`src/sv/plfr_pkg.sv`:
```
package plfr_pkg;

    localparam int LIGHTS_DEF = 8;
    localparam int LIGHTS_MAX = 64;
    // light_index is 3 bits, so at most eight lights are reported per frame
    localparam int REPORT_MAX = 8;

    // configuration register indexes
    localparam logic [1:0] REG_MODE      = 2'd0;
    localparam logic [1:0] REG_STEP_SIZE = 2'd1;
    localparam logic [1:0] REG_MAX_LEVEL = 2'd2;
    localparam logic [1:0] REG_MIN_LEVEL = 2'd3;

    // mode codes; codes above MODE_BREATHE_DN behave as idle
    localparam logic [2:0] MODE_IDLE       = 3'd0;
    localparam logic [2:0] MODE_FADE_IN    = 3'd1;
    localparam logic [2:0] MODE_FADE_OUT   = 3'd2;
    localparam logic [2:0] MODE_BREATHE_UP = 3'd3;
    localparam logic [2:0] MODE_BREATHE_DN = 3'd4;

    typedef enum logic [1:0] {
        DIR_HOLD = 2'd0,
        DIR_UP   = 2'd1,
        DIR_DOWN = 2'd2
    } t_dir;

    typedef struct packed {
        logic [7:0] level;
        t_dir       dir;
    } t_light;

    typedef struct packed {
        logic [2:0] mode;
        logic [7:0] step_size;
        logic [7:0] max_level;
        logic [7:0] min_level;
    } t_cfg;

endpackage

```
`src/sv/plfr_cell.sv`:
```
// One stage of the light ring: holds a light's level and direction and
// takes its neighbor's value whenever the ring advances.
module plfr_cell (
    input  logic            i_clk,
    input  logic            i_rst_n,
    input  logic            i_shift,
    input  plfr_pkg::t_light i_light,
    output plfr_pkg::t_light o_light
);
    import plfr_pkg::*;

    t_light r_light;

    always_ff @(posedge i_clk) begin
        if (!i_rst_n) begin
            r_light <= '{level: 8'd0, dir: DIR_HOLD};
        end else if (i_shift) begin
            r_light <= i_light;
        end
    end

    assign o_light = r_light;

endmodule

```
`src/sv/plfr_step.sv`:
```
// Ramp update for one light: clamp, then hold or reverse at the limit.
module plfr_step (
    input  plfr_pkg::t_cfg   i_cfg,
    input  logic             i_load,
    input  plfr_pkg::t_light i_light,
    output plfr_pkg::t_light o_light
);
    import plfr_pkg::*;

    logic [7:0] w_step;
    logic [8:0] w_sum;
    logic       w_breathe;
    t_dir       w_dir;
    t_dir       w_start;

    assign w_step    = (i_cfg.step_size == 8'd0) ? 8'd1 : i_cfg.step_size;
    assign w_sum     = {1'b0, i_light.level} + {1'b0, w_step};
    assign w_breathe = (i_cfg.mode == MODE_BREATHE_UP) || (i_cfg.mode == MODE_BREATHE_DN);

    always_comb begin
        if ((i_cfg.mode == MODE_FADE_IN) || (i_cfg.mode == MODE_BREATHE_UP)) begin
            w_start = DIR_UP;
        end else if ((i_cfg.mode == MODE_FADE_OUT) || (i_cfg.mode == MODE_BREATHE_DN)) begin
            w_start = DIR_DOWN;
        end else begin
            w_start = DIR_HOLD;
        end
    end

    assign w_dir = i_load ? w_start : i_light.dir;

    always_comb begin
        o_light = '{level: i_light.level, dir: w_dir};
        unique case (w_dir)
            DIR_UP: begin
                if (w_sum > {1'b0, i_cfg.max_level}) begin
                    o_light.level = i_cfg.max_level;
                end else begin
                    o_light.level = w_sum[7:0];
                end
                if (o_light.level >= i_cfg.max_level) begin
                    if (i_cfg.mode == MODE_FADE_IN) begin
                        o_light.dir = DIR_HOLD;
                    end else if (w_breathe) begin
                        o_light.dir = DIR_DOWN;
                    end
                end
            end
            DIR_DOWN: begin
                if ((w_step > i_light.level) ||
                    ((i_light.level - w_step) < i_cfg.min_level)) begin
                    o_light.level = i_cfg.min_level;
                end else begin
                    o_light.level = i_light.level - w_step;
                end
                if (o_light.level <= i_cfg.min_level) begin
                    if (i_cfg.mode == MODE_FADE_OUT) begin
                        o_light.dir = DIR_HOLD;
                    end else if (w_breathe) begin
                        o_light.dir = DIR_UP;
                    end
                end
            end
            default: begin
                // hold: level unchanged, direction stays hold
            end
        endcase
    end

endmodule

```
`src/sv/per_light_fade_ramp.sv`:
```
// Per-light fade ramp.
// Slave stream (i_s_*): one request per frame tick; tdata bit 0 = restart,
// which reloads every light's direction from the mode before stepping.
// Master stream (o_m_*): one result per reported light, lights 0..Reported-1 in order,
// tlast on the final reported light of the frame.
// Config channel (i_cfg_*): index 0 mode, 1 step_size, 2 max_level,
// 3 min_level; o_cfg_ready is always high. Write only while idle.
// Lights sit in a ring of cells; a single update unit at the head steps the
// head light and feeds it back into the tail, one light per cycle unless the
// master side stalls the ring; each reported light's result is registered
// as it is stepped. o_s_tready is low for the whole pass, so a new tick is
// taken only after the last light has been stepped.
// A stalled master side freezes the ring (lights beyond the eighth are
// stepped without a result and never wait). Reset zeros all levels and
// directions and restores the register defaults; the first tick after reset
// loads directions from the mode as a restart does.
module per_light_fade_ramp #(
    parameter int LIGHTS = plfr_pkg::LIGHTS_DEF
) (
    input  logic        i_clk,
    input  logic        i_rst_n,
    // slave stream: tdata[0] restart, tdata[7:1] zero
    input  logic        i_s_tvalid,
    output logic        o_s_tready,
    input  logic [7:0]  i_s_tdata,
    // master stream: tdata[2:0] light_index, [10:3] brightness,
    // [12:11] ramp_dir, [15:13] zero; tlast = last_light
    output logic        o_m_tvalid,
    input  logic        i_m_tready,
    output logic [15:0] o_m_tdata,
    output logic        o_m_tlast,
    // configuration write
    input  logic        i_cfg_valid,
    output logic        o_cfg_ready,
    input  logic [1:0]  i_cfg_index,
    input  logic [7:0]  i_cfg_data
);
    import plfr_pkg::*;

    localparam int IdxW     = (LIGHTS > 1) ? $clog2(LIGHTS) : 1;
    localparam int CmpW     = IdxW + 4;
    localparam int Reported = (LIGHTS < REPORT_MAX) ? LIGHTS : REPORT_MAX;

    t_cfg            r_cfg;
    logic            r_busy;
    logic            r_load;
    logic            r_init;
    logic [IdxW-1:0] r_idx;
    logic            r_out_valid;
    logic [15:0]     r_out_data;
    logic            r_out_last;

    t_light          w_ring [LIGHTS];
    t_light          w_stepped;
    logic            w_accept;
    logic            w_reported;
    logic            w_adv;
    logic            w_last_light;
    logic            w_last_rep;

    // ---------------- configuration ----------------
    assign o_cfg_ready = 1'b1;

    always_ff @(posedge i_clk) begin
        if (!i_rst_n) begin
            r_cfg <= '{mode: MODE_IDLE, step_size: 8'd1, max_level: 8'd254,
                       min_level: 8'd0};
        end else if (i_cfg_valid) begin
            unique case (i_cfg_index)
                REG_MODE:      r_cfg.mode      <= i_cfg_data[2:0];
                REG_STEP_SIZE: r_cfg.step_size <= i_cfg_data;
                REG_MAX_LEVEL: r_cfg.max_level <= i_cfg_data;
                REG_MIN_LEVEL: r_cfg.min_level <= i_cfg_data;
                default: ;
            endcase
        end
    end

    // ---------------- tick sequencing ----------------
    assign o_s_tready   = !r_busy;
    assign w_accept     = i_s_tvalid && !r_busy;
    assign w_reported   = CmpW'(r_idx) < CmpW'(Reported);
    assign w_last_light = r_idx == IdxW'(LIGHTS - 1);
    assign w_last_rep   = CmpW'(r_idx) == CmpW'(Reported - 1);
    // ring moves unless a reported light finds the output register still full
    assign w_adv        = r_busy && (!w_reported || !r_out_valid || i_m_tready);

    always_ff @(posedge i_clk) begin
        if (!i_rst_n) begin
            r_busy <= 1'b0;
            r_load <= 1'b0;
            r_init <= 1'b0;
            r_idx  <= '0;
        end else if (w_accept) begin
            r_busy <= 1'b1;
            r_load <= i_s_tdata[0] || !r_init;
            r_init <= 1'b1;
            r_idx  <= '0;
        end else if (w_adv) begin
            if (w_last_light) begin
                r_busy <= 1'b0;
                r_load <= 1'b0;
                r_idx  <= '0;
            end else begin
                r_idx <= r_idx + 1'b1;
            end
        end
    end

    // ---------------- light ring ----------------
    plfr_step u_step (
        .i_cfg   (r_cfg),
        .i_load  (r_load),
        .i_light (w_ring[0]),
        .o_light (w_stepped)
    );

    for (genvar k = 0; k < LIGHTS; k++) begin : g_cell
        t_light w_in;
        if (k == LIGHTS - 1) begin : g_tail
            assign w_in = w_stepped;
        end else begin : g_mid
            assign w_in = w_ring[k+1];
        end
        plfr_cell u_cell (
            .i_clk   (i_clk),
            .i_rst_n (i_rst_n),
            .i_shift (w_adv),
            .i_light (w_in),
            .o_light (w_ring[k])
        );
    end

    // ---------------- output register ----------------
    always_ff @(posedge i_clk) begin
        if (!i_rst_n) begin
            r_out_valid <= 1'b0;
        end else if (w_adv && w_reported) begin
            r_out_valid <= 1'b1;
        end else if (i_m_tready) begin
            r_out_valid <= 1'b0;
        end
    end

    always_ff @(posedge i_clk) begin
        if (w_adv && w_reported) begin
            r_out_data <= {3'd0, w_stepped.dir, w_stepped.level, 3'(r_idx)};
            r_out_last <= w_last_rep;
        end
    end

    assign o_m_tvalid = r_out_valid;
    assign o_m_tdata  = r_out_data;
    assign o_m_tlast  = r_out_last;

    // ---------------- checks ----------------
    a_idle_idx: assert property (@(posedge i_clk) disable iff (!i_rst_n)
        !r_busy |-> r_idx == '0)
        else $error("light counter not at zero while idle");

    a_start: assert property (@(posedge i_clk) disable iff (!i_rst_n)
        w_accept |=> r_busy && r_idx == '0)
        else $error("accepted tick did not start a ring pass");

    a_load_busy: assert property (@(posedge i_clk) disable iff (!i_rst_n)
        r_load |-> r_busy)
        else $error("direction load pending outside a pass");

    a_end_pass: assert property (@(posedge i_clk) disable iff (!i_rst_n)
        (w_adv && w_last_light) |=> !r_busy && o_s_tready)
        else $error("pass did not finish after last light");

endmodule

```
`config.mk`:
```
export PLATFORM = sky130hd
export DESIGN_NAME = per_light_fade_ramp
export DESIGN_NICKNAME = d
export VERILOG_FILES = /design/src/sv/plfr_pkg.sv /design/src/sv/plfr_cell.sv /design/src/sv/plfr_step.sv /design/src/sv/per_light_fade_ramp.sv
export SDC_FILE = /design/constraint.sdc
export NUM_CORES = 1
export LEC_CHECK = 0
export BUFFER_PORTS_ARGS = -buffer_cell sky130_fd_sc_hd__buf_2
export CORE_AREA = 2 2 115 117
export CTS_CLUSTER_SIZE = 14
export DETAILED_ROUTE_END_ITERATION = 7
export DIE_AREA = 0 0 117 119
export HOLD_SLACK_MARGIN = 0.15
export PLACE_DENSITY = 0.83
export RECOVER_POWER = 25
export SETUP_SLACK_MARGIN = 0.02
export SLEW_MARGIN = 15
export SYNTH_ARGS = -nofsm -noshare
export SYNTH_HDL_FRONTEND = slang
export SYNTH_SLANG_ARGS = --single-unit
```
`constraint.sdc`:
```
create_clock -name i_clk -period 6.5 [get_ports i_clk]
set_input_delay 1.3 -clock i_clk [delete_from_list [all_inputs] [get_ports i_clk]]
set_output_delay 1.3 -clock i_clk [all_outputs]
set_load 0.005 [all_outputs]
```
==> run summary, run 1 <==
Status: complete, but fails checks
Failing checks: capacitance limit, slew limit
Yosys reg bits: 128
Setup TNS: 0 ns
Resized Gates After CTS: 0
Worst setup path class: flip-flop to flip-flop
Vias: 5911
Post-detail-place hpwl: 10.9 mm
Clk slew on worst S/H paths: 0.06 ns
Vias per cell: 5.70
Worst Hold End: g_cell[2].u_cell.o_light[7]$_SDFFE_PN0P_
Max Fanout on Critical Path: 6
Post-synthesis mux area share: 0.0203
Mapped Cells: 845
Synth Area in XOR/XNOR: 0.0102
Die H: 119 um
CTS Hold Bufs: 0
Most frequent cells in the layout: 192 x nand2_1, 115 x a21oi_1, 114 x dfxtp_1, 53 x ha_1, 46 x inv_1
Finished Layout Cells: 1037
Worst hold start: g_cell[3].u_cell.o_light[7]$_SDFFE_PN0P_
Worst-margin pin slew: 4.02 ns
FF-to-FF setup slack: 0.69 ns
Die W: 117 um
RSZ-0062 raised after global routing: no
Layout cells sized above 1: 0.0883
DRC errors left: 0
Reg2reg end: g_cell[7].u_cell.o_light[1]$_SDFFE_PN0P_
Final wirelength: 16.0 mm
Mean Syn Cell Area: 8.16 um^2
Distinct cell type count after synthesis: 74
Crit. End Element: flip-flop
Reg2reg path depth: 21
Post-CTS Setup Bufs: 0
Hold path depth: 2
Fillers: 1111
Slew headroom: -1.68
Setup violators final: 0
Power Dens Cells: 256 nW/um^2
Top_reg_cell synth: dfxtp_1
CP required: 6.83 ns
Most common cell after layout, fill and taps aside: nand2_1
Area share of fa/ha/maj cells after synthesis: 0.102
Port buffer count: 31
Final net count: 926
EDFF count, synth: 14
Area of the mapped netlist: 6900 um^2
Boundary Pins: 43
CTS tree: done
Leakage power: 0.00305 uW
Critical path arrival: 6.14 ns
H-tree depth: 4
Largest family of logic cells by synthesized area: compound AO/OA/AOI/OAI gates
Tot GR Track Use: 0.244
Vias in the first global route: 5511
Antenna fix cells: 0
Grt ovf: 0
Clock skew: 0.0116 ns
Setup slack at placement: 0.866 ns
Compound-gate portion of the synthesized area: 0.231
Storage element area: 2700 um^2
Root buffer cell: clkbuf_16
Ys async rst share: 0
Startpoint types: flip-flop
HP Class: flip-flop to flip-flop
Max-Cap Viols: 1
Clock latency on the worst-skew pair: 0.43 ns
Antenna violations before repair: 0
Min Hold Slack: 0.447 ns
Clock Path Buffers: 2
Multi-input gate area: 3800 um^2
Max rail drop VDD: 0.163 mV
Final antenna-violating net count: 0
DRT iter0 DRCs: 469
Cts bufs inserted: 17
FP Rows: 42
Placed Cells: 1005
Drt pass-1 iters: 5
Max-slew violation count: 97
Sequential share of the synthesized area: 0.392
Core area: 12900 um^2
Synth Area in Simple Gates: 0.186
WL per Instance: 15.4 um
GPL Wtd Cong: 1.00
Fin. Hold Viols: 0
Period utilization: 0.894
Highest clock rate: 172 MHz
First-pass GRT wire length: 26.4 mm
Largest net degree at the start of global routing: 103
Worst R2R Start: r_cfg[20]$_SDFFE_PN0P_
Final setup margin: 0.689 ns
Area growth, synth to finish: 11.0%
Tmin final: 5.81 ns
Die area: 13900 um^2
YS warnings: 0
Starting Density: 0.536
# clock sinks: 128
synth_stat cells, types with 3 or more instances:
| cell | count | area share |
|---|---|---|
| xor2_1 | 3 | 0.0038 |
| o211ai_1 | 15 | 0.016 |
| a311oi_1 | 4 | 0.0051 |
| o31ai_1 | 3 | 0.0033 |
| nand4_1 | 4 | 0.0036 |
| buf_1 | 11 | 0.0060 |
| inv_1 | 45 | 0.024 |
| o221ai_1 | 4 | 0.0051 |
| a31oi_1 | 15 | 0.014 |
| buf_2 | 4 | 0.0029 |
| nand3_1 | 9 | 0.0065 |
| nor2_1 | 45 | 0.024 |
| mux2i_1 | 14 | 0.020 |
| o21ai_1 | 8 | 0.0058 |
| edfxtp_1 | 14 | 0.061 |
| buf_4 | 5 | 0.0054 |
| o21ai_0 | 16 | 0.012 |
| nand2b_1 | 13 | 0.012 |
| a211oi_1 | 5 | 0.0054 |
| ha_1 | 53 | 0.096 |
| nor2b_1 | 9 | 0.0082 |
| o31a_1 | 3 | 0.0038 |
| a211o_1 | 7 | 0.0089 |
| nand2_1 | 193 | 0.11 |
| dfxtp_1 | 114 | 0.33 |
| nor4_1 | 3 | 0.0027 |
| o21bai_1 | 3 | 0.0033 |
| nor3_1 | 4 | 0.0029 |
| clkbuf_1 | 31 | 0.017 |
| and3_1 | 3 | 0.0027 |
| a21o_1 | 5 | 0.0054 |
| a21oi_1 | 115 | 0.083 |
| o21a_1 | 5 | 0.0054 |
| or2_2 | 5 | 0.0045 |
| xnor2_1 | 5 | 0.0063 |
worst max-delay path by stage:
stage                                start                                  endpoint  slack (ns)  depth (start not counted)
floorplan           r_cfg[20]$_SDFFE_PN0P_  g_cell[7].u_cell.o_light[1]$_SDFFE_PN0P_        1.56                         21
global placement    r_cfg[20]$_SDFFE_PN0P_  g_cell[7].u_cell.o_light[1]$_SDFFE_PN0P_        0.91                         21
detailed placement  r_cfg[20]$_SDFFE_PN0P_  g_cell[7].u_cell.o_light[1]$_SDFFE_PN0P_        0.87                         21
CTS                 r_cfg[20]$_SDFFE_PN0P_  g_cell[7].u_cell.o_light[1]$_SDFFE_PN0P_        0.78                         21
global route        r_cfg[20]$_SDFFE_PN0P_                   o_m_tdata[12]$_DFFE_PP_        0.27                         23
finish              r_cfg[20]$_SDFFE_PN0P_  g_cell[7].u_cell.o_light[1]$_SDFFE_PN0P_        0.69                         21
area by class of cell:
type	instances	area share
inverter	47	0.0232
clock inverter	13	0.0211
clock buffer	19	0.0565
sequential	128	0.353
tap	176	0.0287
multi-input combinational	620	0.497
timing repair buffer	34	0.0211
flip-flops by register name (all words and copies together) (netlist names):
name                   count
r_cfg                     27
r_idx                      3
r_init                     1
o_m_tlast                  1
o_m_tdata                 13
o_m_tvalid                 1
g_cell.u_cell.o_light     80
r_busy                     1
r_load                     1
routing by layer:
metal	vias to the layer above	part of all wire	global-route usage
li1	2937	-	-
met1	2735	0.43	0.315
met2	188	0.46	0.370
met3	51	0.063	0.0646
met4	0	0.048	0.133
met5	-	0	0
per-stage QoR:
stage | instance area (um^2) | util | total power, uW
after global placement | 7080 | 0.550 | 1000
final | 7660 | 0.595 | 1960
after detailed placement | 7080 | 0.550 | 1010
after global routing | 7660 | 0.595 | 2020
after CTS | 7680 | 0.596 | 1970
after floorplan | 6910 | - | 966
kinds of logic after synthesis:
logic type,after synthesis
compound gates,240
xor+xnor,8
fa+ha+maj,55
buf+inv,99
flops,128
mux,14
other cells,2
simple gates,299
power breakdown:
part / internal, uW / switching (uW) / total [uW]
Clock: 603 / 362 / 966
Sequential: 819 / 12.6 / 832
Combinational: 52.8 / 107 / 160
Total: 1480 / 482 / 1960
worst max-delay path: stages, from the launching register on:
cell and delay [ns]:
dfxtp_1 0.35, nor4_1 0.44, a41o_1 0.29, ha_1 0.20
fa_1 0.21, nand2b_1 0.14, a2111o_1 0.42, o211a_1 0.20
ha_1 0.32, and3_1 0.17, or3b_4 0.39, o211a_4 0.19
nor3_4 0.29, mux2i_1 0.42, inv_1 0.08, ha_1 0.30
nand2_1 0.05, o21ai_1 0.14, a41oi_2 0.16, a211o_2 0.38
o311a_1 0.30, a311oi_1 0.25
Power figures use the tool's default switching activity.
==> run 2, diff against run 1 <==
==> constraint.sdc (replaced) <==
create_clock -name i_clk -period 6.5 [get_ports i_clk]
set_input_delay 1.3 -clock i_clk [delete_from_list [all_inputs] [get_ports i_clk]]
set_output_delay 1.3 -clock i_clk [all_outputs]
set_load 0.05 [all_outputs]
==> run 2 against run 1 <==
Net effect: the run still ends with capacitance limit, slew limit left; clock skew is essentially flat; cell count did not move; clock power about the same; critical path type unchanged; largest power group unchanged.
==> run summary, run 2 (same netlist as run 1, synthesis figures left out) <==
Tot GR Track Use: 0.244 (unchanged)
Finished Layout Cells: 1037 (unchanged)
Root buffer cell: clkbuf_16
WL per Instance: 15.4 um (about the same)
Fillers: 1114 (+0.27%)
Port buffer count: 31 (unchanged)
Clock latency on the worst-skew pair: 0.43 ns (about the same)
Area growth, synth to finish: 10.9% (about the same)
Drt pass-1 iters: 5 (unchanged)
Largest Register: g_cell.u_cell.o_light
GPL Wtd Cong: 1.00 (unchanged)
Antenna fix cells: 0 (unchanged)
HP Class: flip-flop to flip-flop
Boundary Pins: 43 (unchanged)
Worst R2R Start: r_cfg[20]$_SDFFE_PN0P_
Largest net degree at the start of global routing: 103 (unchanged)
Most common cell after layout, fill and taps aside: nand2_1
Antenna violations before repair: 0 (unchanged)
Core area: 12900 um^2 (unchanged)
Status: complete, but fails checks
DRC errors left: 0 (unchanged)
FP Rows: 42 (unchanged)
Vias per cell: 5.69 (-0.12%)
FF-to-FF setup slack: 0.68 ns (about the same)
CTS tree: done
Vias in the first global route: 5511 (unchanged)
Placed Cells: 1005 (unchanged)
Die area: 13900 um^2 (unchanged)
Final setup margin: 0.682 ns (-0.00648 ns)
Crit. End Element: flip-flop
Startpoint types: flip-flop
Final antenna-violating net count: 0 (unchanged)
Starting Density: 0.536 (unchanged)
Setup violators final: 0 (unchanged)
Max Fanout on Critical Path: 6 (unchanged)
Clk slew on worst S/H paths: 0.06 ns (about the same)
Vias: 5904 (-0.12%)
Period utilization: 0.895 (+0.000997)
Die W: 117 um (unchanged)
Worst Setup SP: r_cfg[20]$_SDFFE_PN0P_
Worst hold start: g_cell[3].u_cell.o_light[7]$_SDFFE_PN0P_
Post-CTS Setup Bufs: 0 (unchanged)
Fin. Hold Viols: 0 (unchanged)
Setup TNS: 0 ns (unchanged)
Setup slack at placement: 0.866 ns (unchanged)
Power Dens Cells: 259 nW/um^2 (+1.2%)
DRT iter0 DRCs: 469 (unchanged)
Clock Path Buffers: 2 (unchanged)
Critical path arrival: 6.14 ns (about the same)
CTS Hold Bufs: 0 (unchanged)
Final net count: 926 (unchanged)
H-tree depth: 4 (unchanged)
Worst-margin pin slew: 4.02 ns (-0.000947 ns)
# clock sinks: 128 (unchanged)
CP required: 6.83 ns (about the same)
Die H: 119 um (unchanged)
Dpl cell area: 7080 um^2 (unchanged)
Post-detail-place hpwl: 10.9 mm (unchanged)
Clock skew: 0.0116 ns (-0.00000360 ns)
Final wirelength: 16.0 mm (about the same)
Max-Cap Viols: 1 (unchanged)
Highest clock rate: 172 MHz (-0.11%)
Worst setup path class: flip-flop to flip-flop
Storage element area: 2700 um^2 (unchanged)
Final instance area: 7650 um^2 (about the same)
RSZ-0062 raised after global routing: no
Layout cells sized above 1: 0.0813 (-0.00697)
Resized Gates After CTS: 0 (unchanged)
Failing checks: capacitance limit, slew limit
Leakage power: 0.00303 uW (-0.64%)
Grt ovf: 0 (unchanged)
Max rail drop VDD: 0.164 mV (+0.62%)
Min Hold Slack: 0.447 ns (+0.0000190 ns)
First-pass GRT wire length: 26.4 mm (unchanged)
Multi-input gate area: 3800 um^2 (unchanged)
Max reg flops: 80 (unchanged)
Cts bufs inserted: 17 (unchanged)
Tmin final: 5.82 ns (+0.00648 ns)
Slew headroom: -1.68 (about the same)
Max-slew violation count: 97 (unchanged)
Most frequent cells in the layout: 192 x nand2_1, 115 x a21oi_1, 114 x dfxtp_1, 53 x ha_1, 46 x inv_1
[run 2: cell types whose count changed in the layout (fill, tap and decap cells not counted)]
cell,delta
buf_2,-6
clkbuf_1,+6
[run 2: path summary, 6_finish.rpt]
check / endpoint / cells past startpoint
worst max-delay path: g_cell[7].u_cell.o_light[1]$_SDFFE_PN0P_ / 21
worst min-delay path: g_cell[2].u_cell.o_light[7]$_SDFFE_PN0P_ / 2
worst max register to register: g_cell[7].u_cell.o_light[1]$_SDFFE_PN0P_ / 21
worst min register to register: g_cell[2].u_cell.o_light[7]$_SDFFE_PN0P_ / 2
[run 2: worst max-delay path: stages, from the launching register on]
cell and delay, ns:
dfxtp_1 0.35, nor4_1 0.44, a41o_1 0.29, ha_1 0.20, fa_1 0.21, nand2b_1 0.14, a2111o_1 0.42, o211a_1 0.20
ha_1 0.32, and3_1 0.17, or3b_4 0.39, o211a_4 0.19, nor3_4 0.30, mux2i_1 0.42, inv_1 0.08, ha_1 0.30
nand2_1 0.05, o21ai_1 0.14, a41oi_2 0.16, a211o_2 0.38, o311a_1 0.30, a311oi_1 0.25
[run 2: per-layer routing]
layer | global-route usage | wire (um)
met5 | 0 | 0
met3 | 0.0646 | 1020
met1 | 0.315 | 6880
met4 | 0.133 | 777
met2 | 0.370 | 7290
[run 2: cell type report]
cell class,count,area share
multi-input combinational,620,0.497
sequential,128,0.353
clock inverter,13,0.0211
inverter,47,0.0232
clock buffer,19,0.0566
timing repair buffer,34,0.0201
tap,176,0.0288
[run 2: metrics by stage]
step	util	total power [uW]
2_1_floorplan	-	989
3_3_place_gp	0.550	1030
3_5_place_dp	0.550	1030
4_1_cts	0.596	1990
5_1_grt	0.594	2040
6_report	0.594	1980
[run 2: report_power, final]
group	switching [uW]	internal (uW)
sequential	12.7	819
combinational	129	52.4
clock	362	603
==> run 3, diff against run 2 <==
--- a/config.mk
+++ b/config.mk
@@ -6,7 +6,9 @@
 export NUM_CORES = 1
 export LEC_CHECK = 0
 export BUFFER_PORTS_ARGS = -buffer_cell sky130_fd_sc_hd__buf_2
+export CAP_MARGIN = 20
 export CORE_AREA = 2 2 115 117
+export CTS_BUF_LIST = sky130_fd_sc_hd__clkbuf_4 sky130_fd_sc_hd__clkbuf_8
 export CTS_CLUSTER_SIZE = 14
 export DETAILED_ROUTE_END_ITERATION = 7
 export DIE_AREA = 0 0 117 119
==> run 3 against run 2 <==
Net effect: the run still ends with capacitance limit, slew limit left; clock power decreased by 26%; sequential power about the same; fmax rose by 0.84%; final area fell by 2.3%; die area unchanged; sequential share of layout area up 0.83 points; clock skew grew 0.0016 ns; routed wire length down 2.6%; via count decreased by 0.42%; core utilization down 1.4 points; cell count unchanged; setup slack better by 0.048 ns; largest power group is now registers.
==> run summary, run 3 (same netlist as run 1, synthesis figures left out) <==
Post-CTS Setup Bufs: 0 (unchanged)
Max reg flops: 80 (unchanged)
Worst setup path class: flip-flop to flip-flop
Reg2reg end: g_cell[7].u_cell.o_light[1]$_SDFFE_PN0P_
Largest Register: g_cell.u_cell.o_light
Failing checks: capacitance limit, slew limit
DRT iter0 DRCs: 400 (-15%)
CTS tree: done
Antenna violations before repair: 0 (unchanged)
Clk slew on worst S/H paths: 0.08 ns (+0.02 ns)
Slew headroom: -1.68 (-0.00606)
Dpl cell area: 7080 um^2 (unchanged)
Fin. Hold Viols: 0 (unchanged)
FF-to-FF setup slack: 0.73 ns (+0.05 ns)
Reg2reg path depth: 21 (unchanged)
Grt ovf: 0 (unchanged)
Root buffer cell: clkbuf_8
CP dominant cell by count: ha_1
GPL Wtd Cong: 1.00 (unchanged)
CTS Hold Bufs: 0 (unchanged)
Worst Hold End: g_cell[2].u_cell.o_light[7]$_SDFFE_PN0P_
Cts bufs inserted: 17 (unchanged)
Drt pass-1 iters: 4 (-1)
Most frequent cells in the layout: 192 x nand2_1, 115 x a21oi_1, 114 x dfxtp_1, 53 x ha_1, 46 x inv_1
Port buffer count: 31 (unchanged)
Clock skew: 0.0131 ns (+0.00159 ns)
CP required: 6.85 ns (+0.02 ns)
FP Rows: 42 (unchanged)
Starting Density: 0.536 (unchanged)
Crit path max-delay cell type: a2111o_1
RSZ-0062 raised after global routing: no
Leakage power: 0.00298 uW (-1.8%)
Status: complete, but fails checks
Worst-margin pin slew: 4.03 ns (+0.00909 ns)
HP Class: flip-flop to flip-flop
Antenna fix cells: 0 (unchanged)
H-tree depth: 4 (unchanged)
Critical path arrival: 6.12 ns (-0.02 ns)
Tmin final: 5.77 ns (-0.0482 ns)
CP Buf/Inv Count: 1 (unchanged)
Max-slew violation count: 176 (+81%)
Hold path depth: 2 (unchanged)
Storage element area: 2700 um^2 (unchanged)
Sequential share of power: 0.481 (+0.061)
# clock sinks: 128 (unchanged)
Max-Cap Viols: 2 (+1)
Startpoint types: flip-flop
Multi-input gate area: 3800 um^2 (unchanged)
Clock Path Buffers: 2 (unchanged)
Net switching power of the design: 468 uW (-7.2%)
Fillers: 1139 (+2.2%)
Setup TNS: 0 ns (unchanged)
Final instance area: 7480 um^2 (-2.3%)
First-pass GRT wire length: 25.8 mm (-2.4%)
Slowest stage delay, CP: 0.41 ns (-0.03 ns)
Die H: 119 um (unchanged)
WL per Instance: 15.0 um (-2.6%)
Boundary Pins: 43 (unchanged)
Final wirelength: 15.5 mm (-2.6%)
Max Fanout on Critical Path: 6 (unchanged)
DRC errors left: 0 (unchanged)
Period utilization: 0.888 (-0.00742)
Worst hold start: g_cell[3].u_cell.o_light[7]$_SDFFE_PN0P_
Clock latency on the worst-skew pair: 0.46 ns (+0.03 ns)
Power Dens Cells: 231 nW/um^2 (-11%)
Max rail drop VDD: 0.167 mV (+2.0%)
Top delay family on crit path: compound AO/OA/AOI/OAI gates
Highest clock rate: 173 MHz (+0.84%)
Die W: 117 um (unchanged)
Internal power: 1260 uW (-15%)
Logic pwr share: 0.105 (+0.013)
Vias: 5879 (-0.42%)
Net Sw Frac: 0.271 (+0.0161)
Core area: 12900 um^2 (unchanged)
Crit. End Element: flip-flop
Final net count: 926 (unchanged)
Final Core Density: 0.581 (-0.0137)
Area growth, synth to finish: 8.36%
Resized Gates After CTS: 0 (unchanged)
Worst R2R Start: r_cfg[20]$_SDFFE_PN0P_
Clock Power Share: 0.414 (-0.074)
Vias in the first global route: 5427 (-1.5%)
Vias per cell: 5.67 (-0.42%)
Largest net degree at the start of global routing: 103 (unchanged)
Post-detail-place hpwl: 10.9 mm (unchanged)
Die area: 13900 um^2 (unchanged)
Layout cells sized above 1: 0.0929 (+0.0116)
Setup violators final: 0 (unchanged)
Most common cell after layout, fill and taps aside: nand2_1
Tot GR Track Use: 0.237 (-0.00717)
Crit-path cells: nor4_1, a41o_1, ha_1, fa_1, nand2b_1, a2111o_1, o211a_1, ha_1, and3_1, or3b_4, o211a_4, nor3_4, mux2i_1, inv_1, ha_1, nand2_1, o21ai_1, a41oi_2, a211o_2, o311a_1, a311oi_1
Final antenna-violating net count: 0 (unchanged)
[run 3: layout make-up]
class / instances / share of cell area
Timing Repair Buffer: 34 / 0.0216
Clock buffer: 19 / 0.0333
Sequential cell: 128 / 0.362
Multi-Input combinational cell: 620 / 0.509
Clock inverter: 13 / 0.0216
Tap cell: 176 / 0.0295
Inverter: 47 / 0.0238
[run 3: power groups by stage]
stage	Clock, uW	Combinational, uW	Sequential [uW]
after floorplan	0	127	862
after global placement	0	177	848
after detailed placement	0	179	849
after CTS	725	180	830
after global routing	757	201	833
final	716	181	831
[run 3: worst min-delay path: cells and delay by family, from the launching register on]
kind / cells / cell delay, ns
DFF: 1 / 0.31
and+or+nand+nor: 1 / 0.05
AOI/OAI and AO/OA: 1 / 0.05
[run 3: per-stage QoR]
stage | instances | setup slack (ns) | hold WS, ns | total power, uW
floorplan | 847 | 1.56 | 0.426 | 989
global placement | 1005 | 0.914 | 0.432 | 1030
detailed placement | 1005 | 0.866 | 0.442 | 1030
CTS | 1037 | 0.813 | 0.446 | 1740
global route | 1037 | 0.357 | 0.466 | 1790
finish | 1037 | 0.730 | 0.441 | 1730
[run 3: metal layers]
layer | global-route usage | up-vias | wire, um
met5 | 0 | - | 0
met4 | 0.114 | 0 | 577
met3 | 0.0524 | 41 | 957
met2 | 0.371 | 178 | 7180
met1 | 0.308 | 2727 | 6830
li1 | - | 2933 | -
[run 3: how the worst max path moves through the flow]
stage,startpoint,endpoint,slack (ns),depth (start not counted)
final,r_cfg[20]$_SDFFE_PN0P_,g_cell[7].u_cell.o_light[1]$_SDFFE_PN0P_,0.73,21
after global routing,r_cfg[20]$_SDFFE_PN0P_,g_cell[7].u_cell.o_light[1]$_SDFFE_PN0P_,0.36,21
after CTS,r_cfg[20]$_SDFFE_PN0P_,g_cell[7].u_cell.o_light[1]$_SDFFE_PN0P_,0.81,21
after detailed placement,r_cfg[20]$_SDFFE_PN0P_,g_cell[7].u_cell.o_light[1]$_SDFFE_PN0P_,0.87,21
after global placement,r_cfg[20]$_SDFFE_PN0P_,g_cell[7].u_cell.o_light[1]$_SDFFE_PN0P_,0.91,21
after floorplan,r_cfg[20]$_SDFFE_PN0P_,g_cell[7].u_cell.o_light[1]$_SDFFE_PN0P_,1.56,21
